## src/design/lcr_pkg.sv

```systemverilog
// Shared widths and class codes of the lexeme class recognizer.
package lcr_pkg;

    localparam int CHAR_W  = 8;
    localparam int CLASS_W = 3;
    localparam int TDATA_IN_W  = 8;
    localparam int TDATA_OUT_W = 8;

    typedef enum logic [CLASS_W-1:0] {
        CLASS_KEYWORD = 3'd0,
        CLASS_IDENT   = 3'd1,
        CLASS_INTEGER = 3'd2,
        CLASS_SIGNED  = 3'd3,
        CLASS_QUOTED  = 3'd4,
        CLASS_SIGN    = 3'd5,
        CLASS_UNKNOWN = 3'd6
    } token_class_t;

endpackage

```

## src/design/lcr_automata.sv

```systemverilog
// The six character automata, their state registers and the class priority.
module lcr_automata
(
    input  logic                          clk,
    input  logic                          rst_n,
    input  logic                          step,
    input  logic [lcr_pkg::CHAR_W-1:0]    char_byte,
    input  logic                          last_char,
    output lcr_pkg::token_class_t         token_class
);

    // Keyword trie states.
    localparam logic [3:0] KW_START = 4'd0;
    localparam logic [3:0] KW_B     = 4'd1;
    localparam logic [3:0] KW_BP    = 4'd2;
    localparam logic [3:0] KW_BPM   = 4'd3;
    localparam logic [3:0] KW_W     = 4'd4;
    localparam logic [3:0] KW_WA    = 4'd5;
    localparam logic [3:0] KW_WAI   = 4'd6;
    localparam logic [3:0] KW_WAIT  = 4'd7;
    localparam logic [3:0] KW_A     = 4'd8;
    localparam logic [3:0] KW_AM    = 4'd9;
    localparam logic [3:0] KW_AMP   = 4'd10;
    localparam logic [3:0] KW_F     = 4'd11;
    localparam logic [3:0] KW_FX    = 4'd12;
    localparam logic [3:0] KW_DEAD  = 4'd15;

    // Shared codes of the three-state automata (ident, integer, sign).
    localparam logic [1:0] S3_START  = 2'd0;
    localparam logic [1:0] S3_ACCEPT = 2'd1;
    localparam logic [1:0] S3_DEAD   = 2'd2;

    // Signed-number automaton.
    localparam logic [1:0] SN_START  = 2'd0;
    localparam logic [1:0] SN_SIGN   = 2'd1;
    localparam logic [1:0] SN_ACCEPT = 2'd2;
    localparam logic [1:0] SN_DEAD   = 2'd3;

    // Quoted-text automaton.
    localparam logic [1:0] QT_START  = 2'd0;
    localparam logic [1:0] QT_INSIDE = 2'd1;
    localparam logic [1:0] QT_CLOSED = 2'd2;
    localparam logic [1:0] QT_DEAD   = 2'd3;

    logic [3:0] kw_state_reg,     kw_state_next;
    logic [1:0] ident_state_reg,  ident_state_next;
    logic [1:0] int_state_reg,    int_state_next;
    logic [1:0] sgn_state_reg,    sgn_state_next;
    logic [1:0] quote_state_reg,  quote_state_next;
    logic [1:0] sign_state_reg,   sign_state_next;

    logic is_alpha;
    logic is_digit;
    logic is_print;

    assign is_alpha = ((char_byte >= 8'h61) && (char_byte <= 8'h7A))
                   || ((char_byte >= 8'h41) && (char_byte <= 8'h5A));
    assign is_digit = (char_byte >= 8'h30) && (char_byte <= 8'h39);
    assign is_print = (char_byte >= 8'd32) && (char_byte < 8'd127);

    always_comb
    begin
        kw_state_next = KW_DEAD;
        case (kw_state_reg)
            KW_START:
            begin
                if (char_byte == "b")
                    kw_state_next = KW_B;
                else if (char_byte == "w")
                    kw_state_next = KW_W;
                else if (char_byte == "a")
                    kw_state_next = KW_A;
                else if (char_byte == "f")
                    kw_state_next = KW_F;
            end
            KW_B:   if (char_byte == "p") kw_state_next = KW_BP;
            KW_BP:  if (char_byte == "m") kw_state_next = KW_BPM;
            KW_W:   if (char_byte == "a") kw_state_next = KW_WA;
            KW_WA:  if (char_byte == "i") kw_state_next = KW_WAI;
            KW_WAI: if (char_byte == "t") kw_state_next = KW_WAIT;
            KW_A:   if (char_byte == "m") kw_state_next = KW_AM;
            KW_AM:  if (char_byte == "p") kw_state_next = KW_AMP;
            KW_F:   if (char_byte == "x") kw_state_next = KW_FX;
            default: kw_state_next = KW_DEAD;
        endcase
    end

    always_comb
    begin
        case (ident_state_reg)
            S3_START:  ident_state_next = is_alpha ? S3_ACCEPT : S3_DEAD;
            S3_ACCEPT: ident_state_next = (is_alpha || is_digit || (char_byte == "_"))
                                          ? S3_ACCEPT : S3_DEAD;
            default:   ident_state_next = S3_DEAD;
        endcase

        case (int_state_reg)
            S3_START,
            S3_ACCEPT: int_state_next = is_digit ? S3_ACCEPT : S3_DEAD;
            default:   int_state_next = S3_DEAD;
        endcase

        case (sgn_state_reg)
            SN_START:
            begin
                if ((char_byte == "+") || (char_byte == "-"))
                    sgn_state_next = SN_SIGN;
                else
                    sgn_state_next = is_digit ? SN_ACCEPT : SN_DEAD;
            end
            SN_SIGN,
            SN_ACCEPT: sgn_state_next = is_digit ? SN_ACCEPT : SN_DEAD;
            default:   sgn_state_next = SN_DEAD;
        endcase

        case (quote_state_reg)
            QT_START:  quote_state_next = (char_byte == "\"") ? QT_INSIDE : QT_DEAD;
            QT_INSIDE:
            begin
                if (char_byte == "\"")
                    quote_state_next = QT_CLOSED;
                else
                    quote_state_next = is_print ? QT_INSIDE : QT_DEAD;
            end
            default:   quote_state_next = QT_DEAD;
        endcase

        case (sign_state_reg)
            S3_START:  sign_state_next = ((char_byte == "=") || (char_byte == "(")
                                          || (char_byte == ")")) ? S3_ACCEPT : S3_DEAD;
            default:   sign_state_next = S3_DEAD;
        endcase
    end

    // Priority order: keyword first, unrecognized last.
    always_comb
    begin
        if ((kw_state_next == KW_BPM) || (kw_state_next == KW_WAIT)
            || (kw_state_next == KW_AMP) || (kw_state_next == KW_FX))
            token_class = lcr_pkg::CLASS_KEYWORD;
        else if (ident_state_next == S3_ACCEPT)
            token_class = lcr_pkg::CLASS_IDENT;
        else if (int_state_next == S3_ACCEPT)
            token_class = lcr_pkg::CLASS_INTEGER;
        else if (sgn_state_next == SN_ACCEPT)
            token_class = lcr_pkg::CLASS_SIGNED;
        else if (quote_state_next == QT_CLOSED)
            token_class = lcr_pkg::CLASS_QUOTED;
        else if (sign_state_next == S3_ACCEPT)
            token_class = lcr_pkg::CLASS_SIGN;
        else
            token_class = lcr_pkg::CLASS_UNKNOWN;
    end

    // On the final byte every automaton goes back to its start state.
    always_ff @(posedge clk or negedge rst_n)
    begin
        if (!rst_n)
        begin
            kw_state_reg    <= KW_START;
            ident_state_reg <= S3_START;
            int_state_reg   <= S3_START;
            sgn_state_reg   <= SN_START;
            quote_state_reg <= QT_START;
            sign_state_reg  <= S3_START;
        end
        else if (step)
        begin
            if (last_char)
            begin
                kw_state_reg    <= KW_START;
                ident_state_reg <= S3_START;
                int_state_reg   <= S3_START;
                sgn_state_reg   <= SN_START;
                quote_state_reg <= QT_START;
                sign_state_reg  <= S3_START;
            end
            else
            begin
                kw_state_reg    <= kw_state_next;
                ident_state_reg <= ident_state_next;
                int_state_reg   <= int_state_next;
                sgn_state_reg   <= sgn_state_next;
                quote_state_reg <= quote_state_next;
                sign_state_reg  <= sign_state_next;
            end
        end
    end

endmodule

```

## src/design/lexeme_class_recognizer_top.sv

```systemverilog
// Top level of the lexeme class recognizer: input register, automata, result register.
//
// The recognizer takes a lexeme one byte per beat on the slave stream, with
// s_tlast set on its final byte, and returns one class code on the master
// stream for each lexeme: 0 keyword (bpm, wait, amp, fx), 1 identifier,
// 2 unsigned integer, 3 signed integer, 4 double-quoted text, 5 one of the
// signs = ( ), 6 unrecognized. Six small automata advance in parallel on
// every byte, so the block sustains one byte per clock cycle. A byte is held
// in the input register before it steps the automata, and the class of a
// final byte is written into the output register in that same step, from
// which it is offered on the master stream. The input side keeps accepting
// bytes while a result waits on the master side; only a final byte that
// finds the output register still full stalls.
module lexeme_class_recognizer_top
(
    input  logic                               clk,
    input  logic                               rst_n,
    input  logic                               s_tvalid,
    output logic                               s_tready,
    input  logic [lcr_pkg::TDATA_IN_W-1:0]     s_tdata,   // [7:0] char_byte
    input  logic                               s_tlast,   // last_char
    output logic                               m_tvalid,
    input  logic                               m_tready,
    output logic [lcr_pkg::TDATA_OUT_W-1:0]    m_tdata    // [2:0] token_class, [7:3] zero
);

    logic                          in_valid_reg;
    logic [lcr_pkg::CHAR_W-1:0]    in_byte_reg;
    logic                          in_last_reg;

    logic                          out_valid_reg;
    lcr_pkg::token_class_t         out_class_reg;

    logic                          out_free;
    logic                          step;
    lcr_pkg::token_class_t         step_class;

    // The output register can take a result when empty or being drained.
    assign out_free = !out_valid_reg || m_tready;

    // A held byte steps the automata unless it is final and the result slot is full.
    assign step     = in_valid_reg && (!in_last_reg || out_free);
    assign s_tready = !in_valid_reg || step;

    lcr_automata u_automata
    (
        .clk         (clk),
        .rst_n       (rst_n),
        .step        (step),
        .char_byte   (in_byte_reg),
        .last_char   (in_last_reg),
        .token_class (step_class)
    );

    always_ff @(posedge clk or negedge rst_n)
    begin
        if (!rst_n)
        begin
            in_valid_reg <= 1'b0;
        end
        else if (s_tready)
        begin
            in_valid_reg <= s_tvalid;
        end
    end

    always_ff @(posedge clk)
    begin
        if (s_tready && s_tvalid)
        begin
            in_byte_reg <= s_tdata[lcr_pkg::CHAR_W-1:0];
            in_last_reg <= s_tlast;
        end
    end

    always_ff @(posedge clk or negedge rst_n)
    begin
        if (!rst_n)
        begin
            out_valid_reg <= 1'b0;
        end
        else if (step && in_last_reg)
        begin
            out_valid_reg <= 1'b1;
        end
        else if (m_tready)
        begin
            out_valid_reg <= 1'b0;
        end
    end

    always_ff @(posedge clk)
    begin
        if (step && in_last_reg)
        begin
            out_class_reg <= step_class;
        end
    end

    assign m_tvalid = out_valid_reg;
    assign m_tdata  = {{(lcr_pkg::TDATA_OUT_W - lcr_pkg::CLASS_W){1'b0}}, out_class_reg};

endmodule

```

## config.mk

```make
export PLATFORM = sky130hd
export DESIGN_NAME = lexeme_class_recognizer_top
export DESIGN_NICKNAME = d
export VERILOG_FILES = /design/src/design/lcr_pkg.sv /design/src/design/lcr_automata.sv /design/src/design/lexeme_class_recognizer_top.sv
export SDC_FILE = /design/constraint.sdc
export NUM_CORES = 1
export LEC_CHECK = 0
export BUFFER_PORTS_ARGS = -buffer_cell sky130_fd_sc_hd__buf_2
export CORE_ASPECT_RATIO = 0.8
export CORE_MARGIN = 2
export CORE_UTILIZATION = 35
export CTS_CLUSTER_SIZE = 12
export DETAILED_ROUTE_END_ITERATION = 10
export SETUP_SLACK_MARGIN = 0.02
export SLEW_MARGIN = 0
export SYNTH_ARGS = -nofsm -noshare
export SYNTH_HDL_FRONTEND = slang
export SYNTH_SLANG_ARGS = --single-unit
```

## constraint.sdc

```tcl
create_clock -name clk -period 2.9 [get_ports clk]
set_input_delay 0.29 -clock clk [delete_from_list [all_inputs] [get_ports clk]]
set_output_delay 0.29 -clock clk [all_outputs]
set_load 0.01 [all_outputs]
```

==> results.py, run 1 <==
metrics = {
    "worst_setup_path": {
        "end_kind": "flip-flop",
        "max_stage_delay_ps": 510,
        "critPathArrivalTime_ps": 2570,
        "cp-start-kind": "flip-flop",
        "ff2ff_path_depth": 6,
        "reg2reg_from": "in_byte_reg[0]$_DFFE_PP_",
        "cp_slowest_cell": "edfxtp_1",
        "timing.rr.end": "out_class_reg[2]$_SDFFCE_PP0P_",
        "required_ps": 2920,
        "crit_buf_inv": 0,
        "path_cells": "or3b_4 > or4_1 > o2111ai_1 > nor4b_4 > mux2i_1 > nor4_1",
        "reg2reg_slack_ps": 350,
        "critPathTopFamily": "simple AND/OR/NAND/NOR gates",
        "path_class": "flip-flop to flip-flop",
        "path_max_fanout": 10,
    },
    "clocking": {
        "clockRootBuffer": "clkbuf_8",
        "htree_levels": 1,
        "cts_setup_buffers": 0,
        "clk_pin_slew_ps": 100,
        "numClockSinks": 27,
        "cts_tree": "done",
        "clk-insertion-delay-late_ps": 280,
        "cts_buffer_depth": 2,
        "numCtsBuffers": 3,
    },
    "sta": {
        "fin_crit_ps": 2550,
        "max_slew.worst_pin.slew_ps": 634,
        "slew_headroom_pct": 57.6,
        "fmax_ghz": 0.392,
        "hold_slack_ps": 178,
        "clock_skew_ps": 5.17,
        "setup-violations-final": 0,
        "finalHoldViolations": 0,
        "finalMaxSlewViolations": 0,
        "min_period_over_period_pct": 88.0,
    },
    "worst_hold_path": {
        "hold_path_class": "primary input to flip-flop",
        "hold_depth": 1,
        "hold_path_end": "in_last_reg$_DFFE_PP_",
        "min-delay-start": "s_tlast",
    },
    "yosys": {
        "ys.flop_type": "dfrtp_1",
        "async_flop_share_pct": 55.6,
        "syn-mean-instance-area_um2": 9.31,
        "synth_top_area_share_pct": 21.7,
        "syn-instance-count": 186,
        "synth_common_cells": "dfrtp_1, edfxtp_1, nand2_1, o21ai_0",
        "synth_cell_type_count": 52,
        "yosysWarnings": 0,
        "yosysMostFrequentCell": "dfrtp_1",
        "ys_ff_latch": 27,
        "ys_seq_area_share_pct": 42.5,
        "syn-cell-area_um2": 1730,
        "synth_area_leaders": "dfrtp_1, edfxtp_1, o21ai_0",
        "synth_edf_count": 12,
        "synth_top_area_cell": "dfrtp_1",
    },
    "layout": {
        "multi_input_area_um2": 892,
        "final-seq-area_um2": 736,
        "nNetsFinal": 216,
        "largest_reg_flops": 8,
        "diodes": 0,
        "fill_cells": 465,
        "final_util_pct": 40.9,
        "drive_gt1_share_pct": 17.5,
        "areaGrowthSynthToFinish_pct": 10.4,
        "final_cells": 260,
    },
    "global_routing": {
        "overflow": 0,
        "grt_max_degree": 18,
        "grt_pass1_vias": 1305,
        "antenna_found_initial": 0,
        "grt_pass1_wl_um": 6130,
        "track_usage_pct": 14.6,
    },
    "pwr": {
        "power_frac_comb_pct": 43.6,
        "p_total_mw": 1.41,
        "power_frac_seq_pct": 40.3,
        "power_density_nw_per_um2": 739,
        "sw_frac_of_total_pct": 38.7,
        "p_int_uw": 866,
        "irDropWorstVdd_mv": 0.305,
        "p_leak_nw": 0.733,
        "switchingPower_uw": 546,
        "pwr-share-clk_pct": 16.0,
    },
    "status": {
        "outcome": "finished, final reports clean",
    },
    "placed_design": {
        "dp_cells": 255,
        "portBuffers": 17,
        "dp_hpwl_um": 2830,
        "gp_congestion": 0.927,
    },
    "die": {
        "io_pins": 23,
        "fp.dieH_um": 66.9,
        "core_um2": 4680,
        "die-width_um": 82.6,
        "rows": 22,
        "floorplan.initialDensity_pct": 37.0,
        "die-area_um2": 5530,
    },
    "routing": {
        "drc": 0,
        "viasPerCell": 5.60,
        "first_pass_iters": 4,
        "post_drt_wl_per_cell_um": 14.2,
        "drtIter0Drc": 101,
        "via_count": 1457,
        "wl_um": 3700,
        "antenna_left": 0,
    },
    "run": {
        "drv_cap": 0,
    },
}
## cells by family (layout without fill, tap and decap cells)
| kind of cell | Yosys count | count (layout) | share of synthesized area (%) |
|---|---|---|---|
| other cells | 1 | 5 | 0.217 |
| buf+inv | 25 | 35 | 6.94 |
| xor+xnor | 2 | 2 | 1.01 |
| fa+ha+maj | 2 | 2 | 1.44 |
| compound gates | 48 | 48 | 18.6 |
| mux | 2 | 2 | 1.16 |
| simple gates | 79 | 79 | 28.1 |
| flops | 27 | 27 | 42.5 |
## how the worst max path moves through the flow
stage	start	to	slack, ps	cells past startpoint
2_1_floorplan	in_byte_reg[3]$_DFFE_PP_	out_class_reg[0]$_SDFFCE_PP0P_	530	7
3_5_place_dp	in_byte_reg[0]$_DFFE_PP_	out_class_reg[0]$_SDFFCE_PP0P_	370	6
5_1_grt	in_byte_reg[7]$_DFFE_PP_	out_class_reg[2]$_SDFFCE_PP0P_	-4	6
6_report	in_byte_reg[0]$_DFFE_PP_	out_class_reg[2]$_SDFFCE_PP0P_	350	6
4_1_cts	in_byte_reg[0]$_DFFE_PP_	out_class_reg[0]$_SDFFCE_PP0P_	350	6
3_3_place_gp	in_byte_reg[0]$_DFFE_PP_	out_class_reg[2]$_SDFFCE_PP0P_	430	6
## timing repair
action                                 CTS  global route
gates resized for setup                  0             1
hold buffers                             1             0
endpoints found under the hold margin   15             0
setup endpoints to repair                0             1
## cells in the final DEF, fill, tap and decap left out, types with 2 or more instances in the layout
cell / count
a21bo_2: 2
a21oi_1: 9
a221oi_1: 2
a22o_1: 3
and2_1: 4
buf_2: 17
buf_4: 4
clkbuf_8: 3
conb_1: 5
dfrtp_1: 15
edfxtp_1: 12
ha_1: 2
inv_1: 9
mux2i_1: 2
nand2_1: 12
nand2b_1: 7
nand3_1: 6
nand3b_1: 5
nor2_1: 8
nor3_1: 10
nor3b_1: 2
nor4_1: 6
nor4b_1: 3
o21ai_0: 12
o22ai_1: 5
o311ai_0: 2
o32ai_1: 2
or2_2: 3
or3b_2: 2
or4_1: 2
## per-stage QoR
stage	setup slack [ps]	cell area [um2]	setup TNS [ps]
after floorplan	531	1750	0
after global placement	426	1850	0
after detailed placement	365	1850	0
after CTS	353	1910	0
after global routing	-3.96	1910	-3.96
final	349	1910	0
## per-layer routing
metal | vias up | part of all wire, % | global-route usage (%) | routed length, um
li1 | 717 | - | - | -
met1 | 676 | 50 | 21.6 | 1830
met2 | 60 | 42 | 21.0 | 1560
met3 | 4 | 7.3 | 3.66 | 269
met4 | 0 | 0.97 | 3.69 | 36
met5 | - | 0 | 0 | 0
## layout make-up
cell class | count | share of cell area (%)
multi-input combinational | 138 | 46.7
sequential | 27 | 38.5
timing repair buffer | 22 | 6.54
tap | 60 | 3.93
clock buffer | 3 | 2.16
inverter | 9 | 1.77
clock inverter | 1 | 0.458
## power by group through the flow
stage	Combinational (mW)	Sequential [mW]	Clock (mW)
finish	0.616	0.569	0.227
global route	0.695	0.582	0.256
CTS	0.612	0.568	0.236
detailed placement	0.609	0.576	0
global placement	0.620	0.577	0
floorplan	0.524	0.535	0
Note: power is estimated with default switching activity, not from simulation.
==> run 2, diff against run 1 <==
CORE_ASPECT_RATIO = 1.5   (was 0.8)
==> run 2 against run 1 <==
- sequential cell count unchanged
- sequential power up 1%
- clock power down 2%
- clock skew up 6.1 ps
- sequential share of layout area up 0.23 points
- cell count up 1.5%
- critical path depth unchanged
- largest power group unchanged
- worst setup slack worse by 81 ps
- largest cell class unchanged
- count of clock-buffer cells in the layout unchanged
- total power up 0.63%
- routed wire length up 3.6%
==> results.py, run 2 (same netlist as run 1, synthesis figures left out) <==
metrics = {
    "worst_setup_path": {
        "path_cells": "or3b_4 > or4_1 > o2111ai_1 > nor4b_4 > mux2i_1 > nor3_1",
        "cp-start-kind": "flip-flop",
        "max_stage_delay_ps": 550,
        "path_max_fanout": 11,
        "path_class": "flip-flop to flip-flop",
        "required_ps": 2930,
        "critPathArrivalTime_ps": 2660,
        "cp_slowest_cell": "edfxtp_1",
        "end_kind": "flip-flop",
    },
    "sta": {
        "hold_slack_ps": 175,
        "finalMaxSlewViolations": 0,
        "setup-violations-final": 0,
        "clock_skew_ps": 11.3,
        "fin_crit_ps": 2630,
        "finalHoldViolations": 0,
        "fmax_ghz": 0.380,
        "slew_headroom_pct": 47.6,
        "tns_ps": 0,
        "min_period_over_period_pct": 90.8,
        "rsz0062_at_grt": "no",
        "setup_slack_ps": 268,
        "max_slew.worst_pin.slew_ps": 776,
    },
    "placed_design": {
        "gp_congestion": 0.898,
        "dp_hpwl_um": 2960,
        "portBuffers": 17,
        "place_ws_ps": 273,
    },
    "die": {
        "die-width_um": 61.4,
        "core_um2": 4810,
        "rows": 31,
        "floorplan.initialDensity_pct": 36.0,
        "die-area_um2": 5540,
        "io_pins": 23,
        "fp.dieH_um": 90.1,
    },
    "layout": {
        "areaGrowthSynthToFinish_pct": 9.75,
        "diodes": 0,
        "largest_reg_flops": 8,
        "nNetsFinal": 214,
        "final_common_cell": "buf_2",
        "drive_gt1_share_pct": 16.7,
        "fill_cells": 490,
        "mostFrequentLayoutCells": "buf_2, dfrtp_1, nand2_1, o21ai_0, edfxtp_1",
    },
    "clocking": {
        "htree_levels": 1,
        "cts_resized": 0,
        "clk-insertion-delay-late_ps": 280,
        "numClockSinks": 27,
        "holdBufCountCts": 1,
        "cts_tree": "done",
        "clk_pin_slew_ps": 100,
        "numCtsBuffers": 3,
        "cts_setup_buffers": 0,
        "clockRootBuffer": "clkbuf_8",
        "cts_buffer_depth": 2,
    },
    "worst_hold_path": {
        "hold_path_class": "primary input to flip-flop",
    },
    "routing": {
        "antenna_left": 0,
        "drc": 0,
        "wl_um": 3840,
        "post_drt_wl_per_cell_um": 14.5,
        "drtIter0Drc": 41,
        "viasPerCell": 5.53,
        "via_count": 1461,
        "first_pass_iters": 4,
    },
    "global_routing": {
        "grt_pass1_wl_um": 6270,
        "grt_max_degree": 17,
        "grt_pass1_vias": 1400,
        "track_usage_pct": 14.9,
        "overflow": 0,
        "antenna_found_initial": 0,
    },
    "run": {
        "drv_cap": 0,
    },
    "pwr": {
        "p_int_uw": 862,
        "irDropWorstVdd_mv": 0.279,
        "switchingPower_uw": 559,
        "sw_frac_of_total_pct": 39.3,
        "p_total_mw": 1.42,
        "pwr-share-clk_pct": 15.6,
        "power_frac_comb_pct": 43.9,
        "p_leak_nw": 0.724,
        "power_frac_seq_pct": 40.5,
        "power_density_nw_per_um2": 748,
    },
    "status": {
        "outcome": "finished, final reports clean",
    },
}
-- run 2: changes by cell type in the layout (fill, tap and decap cells not counted), sizes merged --
cell / delta
buf: -2
-- run 2: path summary, 6_finish.rpt --
kind | start | endpoint | slack [ps] | cells past startpoint
min reg2reg | u_automata.int_state_reg[1]$_DFFE_PN0P_ | u_automata.int_state_reg[1]$_DFFE_PN0P_ | 500 | 2
max in group asynchronous | rst_n | u_automata.sign_state_reg[1]$_DFFE_PN0P_ | 2210 | 2
min | s_tlast | in_last_reg$_DFFE_PP_ | 180 | 1
min in group asynchronous | rst_n | u_automata.sgn_state_reg[0]$_DFFE_PN0P_ | 430 | 2
max reg2reg | in_byte_reg[1]$_DFFE_PP_ | out_class_reg[0]$_SDFFCE_PP0P_ | 270 | 6
max | in_byte_reg[1]$_DFFE_PP_ | out_class_reg[0]$_SDFFCE_PP0P_ | 270 | 6
-- run 2: metrics by stage --
step / util (%) / area, um2 / instances
2_1_floorplan: - / 1750 / 190
3_3_place_gp: 38.3 / 1840 / 259
3_5_place_dp: 38.3 / 1840 / 259
4_1_cts: 39.5 / 1900 / 264
5_1_grt: 39.5 / 1900 / 264
6_report: 39.5 / 1900 / 264
-- run 2: layer usage --
metal / GRT usage (%) / part of all wire (%) / up-vias
li1: - / - / 719
met1: 17.3 / 40 / 689
met2: 24.7 / 53 / 41
met3: 2.59 / 3.1 / 12
met4: 8.16 / 3.9 / 0
met5: 0 / 0 / -
-- run 2: power groups by stage --
| stage | Clock [mW] | Sequential [mW] | Combinational (mW) |
|---|---|---|---|
| after CTS | 0.230 | 0.575 | 0.620 |
| after global routing | 0.241 | 0.589 | 0.688 |
| final | 0.222 | 0.576 | 0.623 |
| after detailed placement | 0 | 0.584 | 0.614 |
| after global placement | 0 | 0.581 | 0.614 |
| after floorplan | 0 | 0.535 | 0.524 |
-- run 2: cell type report --
cell class                      instances  area, um2  area share [%]
Inverter                                9       33.8            1.78
Timing Repair Buffer                   20        110            5.79
Tap cell                               66       82.6            4.34
Clock inverter                          1       6.26           0.329
Sequential cell                        27        736            38.7
Multi-Input combinational cell        138        891            46.9
Clock buffer                            3       41.3            2.17
-- run 2: worst max-delay path: cells and delay by family (launching register included) --
kind / cells / cell delay [ps]
AOI/OAI and AO/OA: 1 / 120
DFF: 1 / 550
muxes: 1 / 350
and+or+nand+nor: 4 / 1370
==> run 3, diff against run 2 <==
clock period = 2.21 ns   (was 2.9 ns; I/O delays follow)
==> run 3 against run 2 <==
- the run now ends with negative setup slack left
- critical endpoint is now out_class_reg[2]$_SDFFCE_PP0P_
- largest cell class unchanged
- sequential cell count did not move
- sequential power rose by 23%
- die area did not move
- hold slack got worse by 51 ps
- count of clock-buffer cells in the layout did not move
- register-to-register slack got worse by 430 ps
==> results.py, run 3 (same netlist as run 1, synthesis figures left out) <==
metrics = {
    "status": {
        "outcome": "complete, but fails checks",
        "violations": "negative setup slack",
    },
    "layout": {
        "final_cell_area_um2": 2280,
        "fill_cells": 504,
        "diodes": 0,
        "final_common_cell": "buf_4",
        "final_util_pct": 47.3,
        "largest_reg_flops": 8,
        "areaGrowthSynthToFinish_pct": 31.4,
        "final_cells": 300,
        "mostFrequentLayoutCells": "buf_4, buf_2, dfrtp_1",
        "nNetsFinal": 250,
        "drive_gt1_share_pct": 36.3,
    },
    "placed_design": {
        "portBuffers": 17,
        "gp_congestion": 0.892,
        "place_ws_ps": -236,
        "placed_area_um2": 2090,
        "dp_cells": 291,
        "dp_hpwl_um": 3350,
    },
    "die": {
        "floorplan.initialDensity_pct": 36.0,
        "fp.dieH_um": 90.1,
        "die-width_um": 61.4,
        "die-area_um2": 5540,
        "core_um2": 4810,
        "rows": 31,
        "io_pins": 23,
    },
    "sta": {
        "clock_skew_ps": 15.4,
        "setup-violations-final": 3,
        "min_period_over_period_pct": 108,
        "hold_slack_ps": 125,
        "finalMaxSlewViolations": 0,
        "finalHoldViolations": 0,
        "tns_ps": -473,
        "rsz0062_at_grt": "yes",
        "fmax_ghz": 0.421,
        "setup_slack_ps": -166,
        "fin_crit_ps": 2380,
    },
    "routing": {
        "via_count": 1629,
        "drtIter0Drc": 46,
        "wl_um": 4460,
        "first_pass_iters": 6,
        "drc": 0,
        "antenna_left": 0,
        "viasPerCell": 5.43,
        "post_drt_wl_per_cell_um": 14.9,
    },
    "clocking": {
        "clk-insertion-delay-late_ps": 280,
        "clk_pin_slew_ps": 100,
        "cts_buffer_depth": 2,
        "numClockSinks": 27,
        "clockRootBuffer": "clkbuf_8",
        "cts_tree": "done",
        "htree_levels": 1,
        "numCtsBuffers": 3,
    },
    "pwr": {
        "switchingPower_uw": 837,
        "p_leak_nw": 0.936,
        "power_frac_comb_pct": 55.1,
        "p_total_mw": 2.21,
        "sw_frac_of_total_pct": 37.8,
        "power_density_nw_per_um2": 972,
        "power_frac_seq_pct": 31.9,
        "irDropWorstVdd_mv": 0.499,
        "pwr-share-clk_pct": 13.0,
        "p_int_mw": 1.38,
    },
    "worst_setup_path": {
        "reg2reg_slack_ps": -170,
        "critPathArrivalTime_ps": 2410,
        "path_class": "flip-flop to flip-flop",
        "cp-start-kind": "flip-flop",
        "max_stage_delay_ps": 500,
        "required_ps": 2250,
        "path_cells": "or3b_4 > or4_4 > o2111ai_2 > nor4b_4 > mux2i_2 > nor4_1",
        "end_kind": "flip-flop",
        "path_max_fanout": 3,
        "cp_slowest_cell": "or4_4",
    },
    "global_routing": {
        "grt_max_degree": 17,
        "antenna_found_initial": 0,
        "grt_pass1_wl_um": 7320,
        "overflow": 0,
        "grt_pass1_vias": 1699,
        "track_usage_pct": 17.2,
    },
    "run": {
        "drv_cap": 0,
    },
    "worst_hold_path": {
        "hold_path_class": "primary input to flip-flop",
    },
}
==> run 3: what timing repair did <==
item                                    in CTS  in global routing
endpoints found under the hold margin       15                  0
resized for setup                            6                 14
endpoints found under the setup margin       3                  6
setup buffers                                0                  4
pin swaps                                    5                  6
hold buffers                                 1                  0
==> run 3: worst max-delay path: cells and delay by family, from the launching register on <==
family             cells  cell delay [ps]
AOI/OAI and AO/OA      1               80
muxes                  1              350
and+or+nand+nor        4             1310
DFF                    1              410
==> run 3: path summary, 6_finish.rpt <==
check / startpoint / end / cells past startpoint
max in group asynchronous: rst_n / u_automata.quote_state_reg[0]$_DFFE_PN0P_ / 2
hold / removal: s_tdata[6] / in_byte_reg[6]$_DFFE_PP_ / 1
setup reg to reg: in_byte_reg[4]$_DFFE_PP_ / out_class_reg[2]$_SDFFCE_PP0P_ / 6
min in group asynchronous: rst_n / u_automata.int_state_reg[1]$_DFFE_PN0P_ / 2
hold reg to reg: u_automata.quote_state_reg[1]$_DFFE_PN0P_ / u_automata.quote_state_reg[1]$_DFFE_PN0P_ / 1
setup / recovery: in_byte_reg[4]$_DFFE_PP_ / out_class_reg[2]$_SDFFCE_PP0P_ / 6
==> run 3: per-layer routing <==
layer | routed length, um | vias to the layer above | GRT usage, %
met4 | 125 | 0 | 5.85
met3 | 116 | 8 | 2.16
li1 | - | 788 | -
met1 | 1720 | 799 | 19.7
met2 | 2500 | 34 | 31.1
met5 | 0 | - | 0
==> run 3: layout make-up <==
| cell class | instances | area (um2) | share of cell area, % |
|---|---|---|---|
| Tap cell | 66 | 82.6 | 3.63 |
| Clock buffer | 3 | 41.3 | 1.81 |
| Clock inverter | 1 | 6.26 | 0.275 |
| Multi-Input combinational cell | 138 | 996 | 43.8 |
| Inverter | 9 | 33.8 | 1.48 |
| Timing Repair Buffer | 56 | 380 | 16.7 |
| Sequential cell | 27 | 736 | 32.3 |
==> run 3: power by group through the flow <==
| stage | Combinational (mW) | Sequential, mW | Clock (mW) |
|---|---|---|---|
| floorplan | 0.690 | 0.703 | 0 |
| global placement | 1.08 | 0.714 | 0 |
| detailed placement | 1.09 | 0.716 | 0 |
| CTS | 1.15 | 0.706 | 0.297 |
| global route | 1.34 | 0.719 | 0.316 |
| finish | 1.22 | 0.706 | 0.287 |
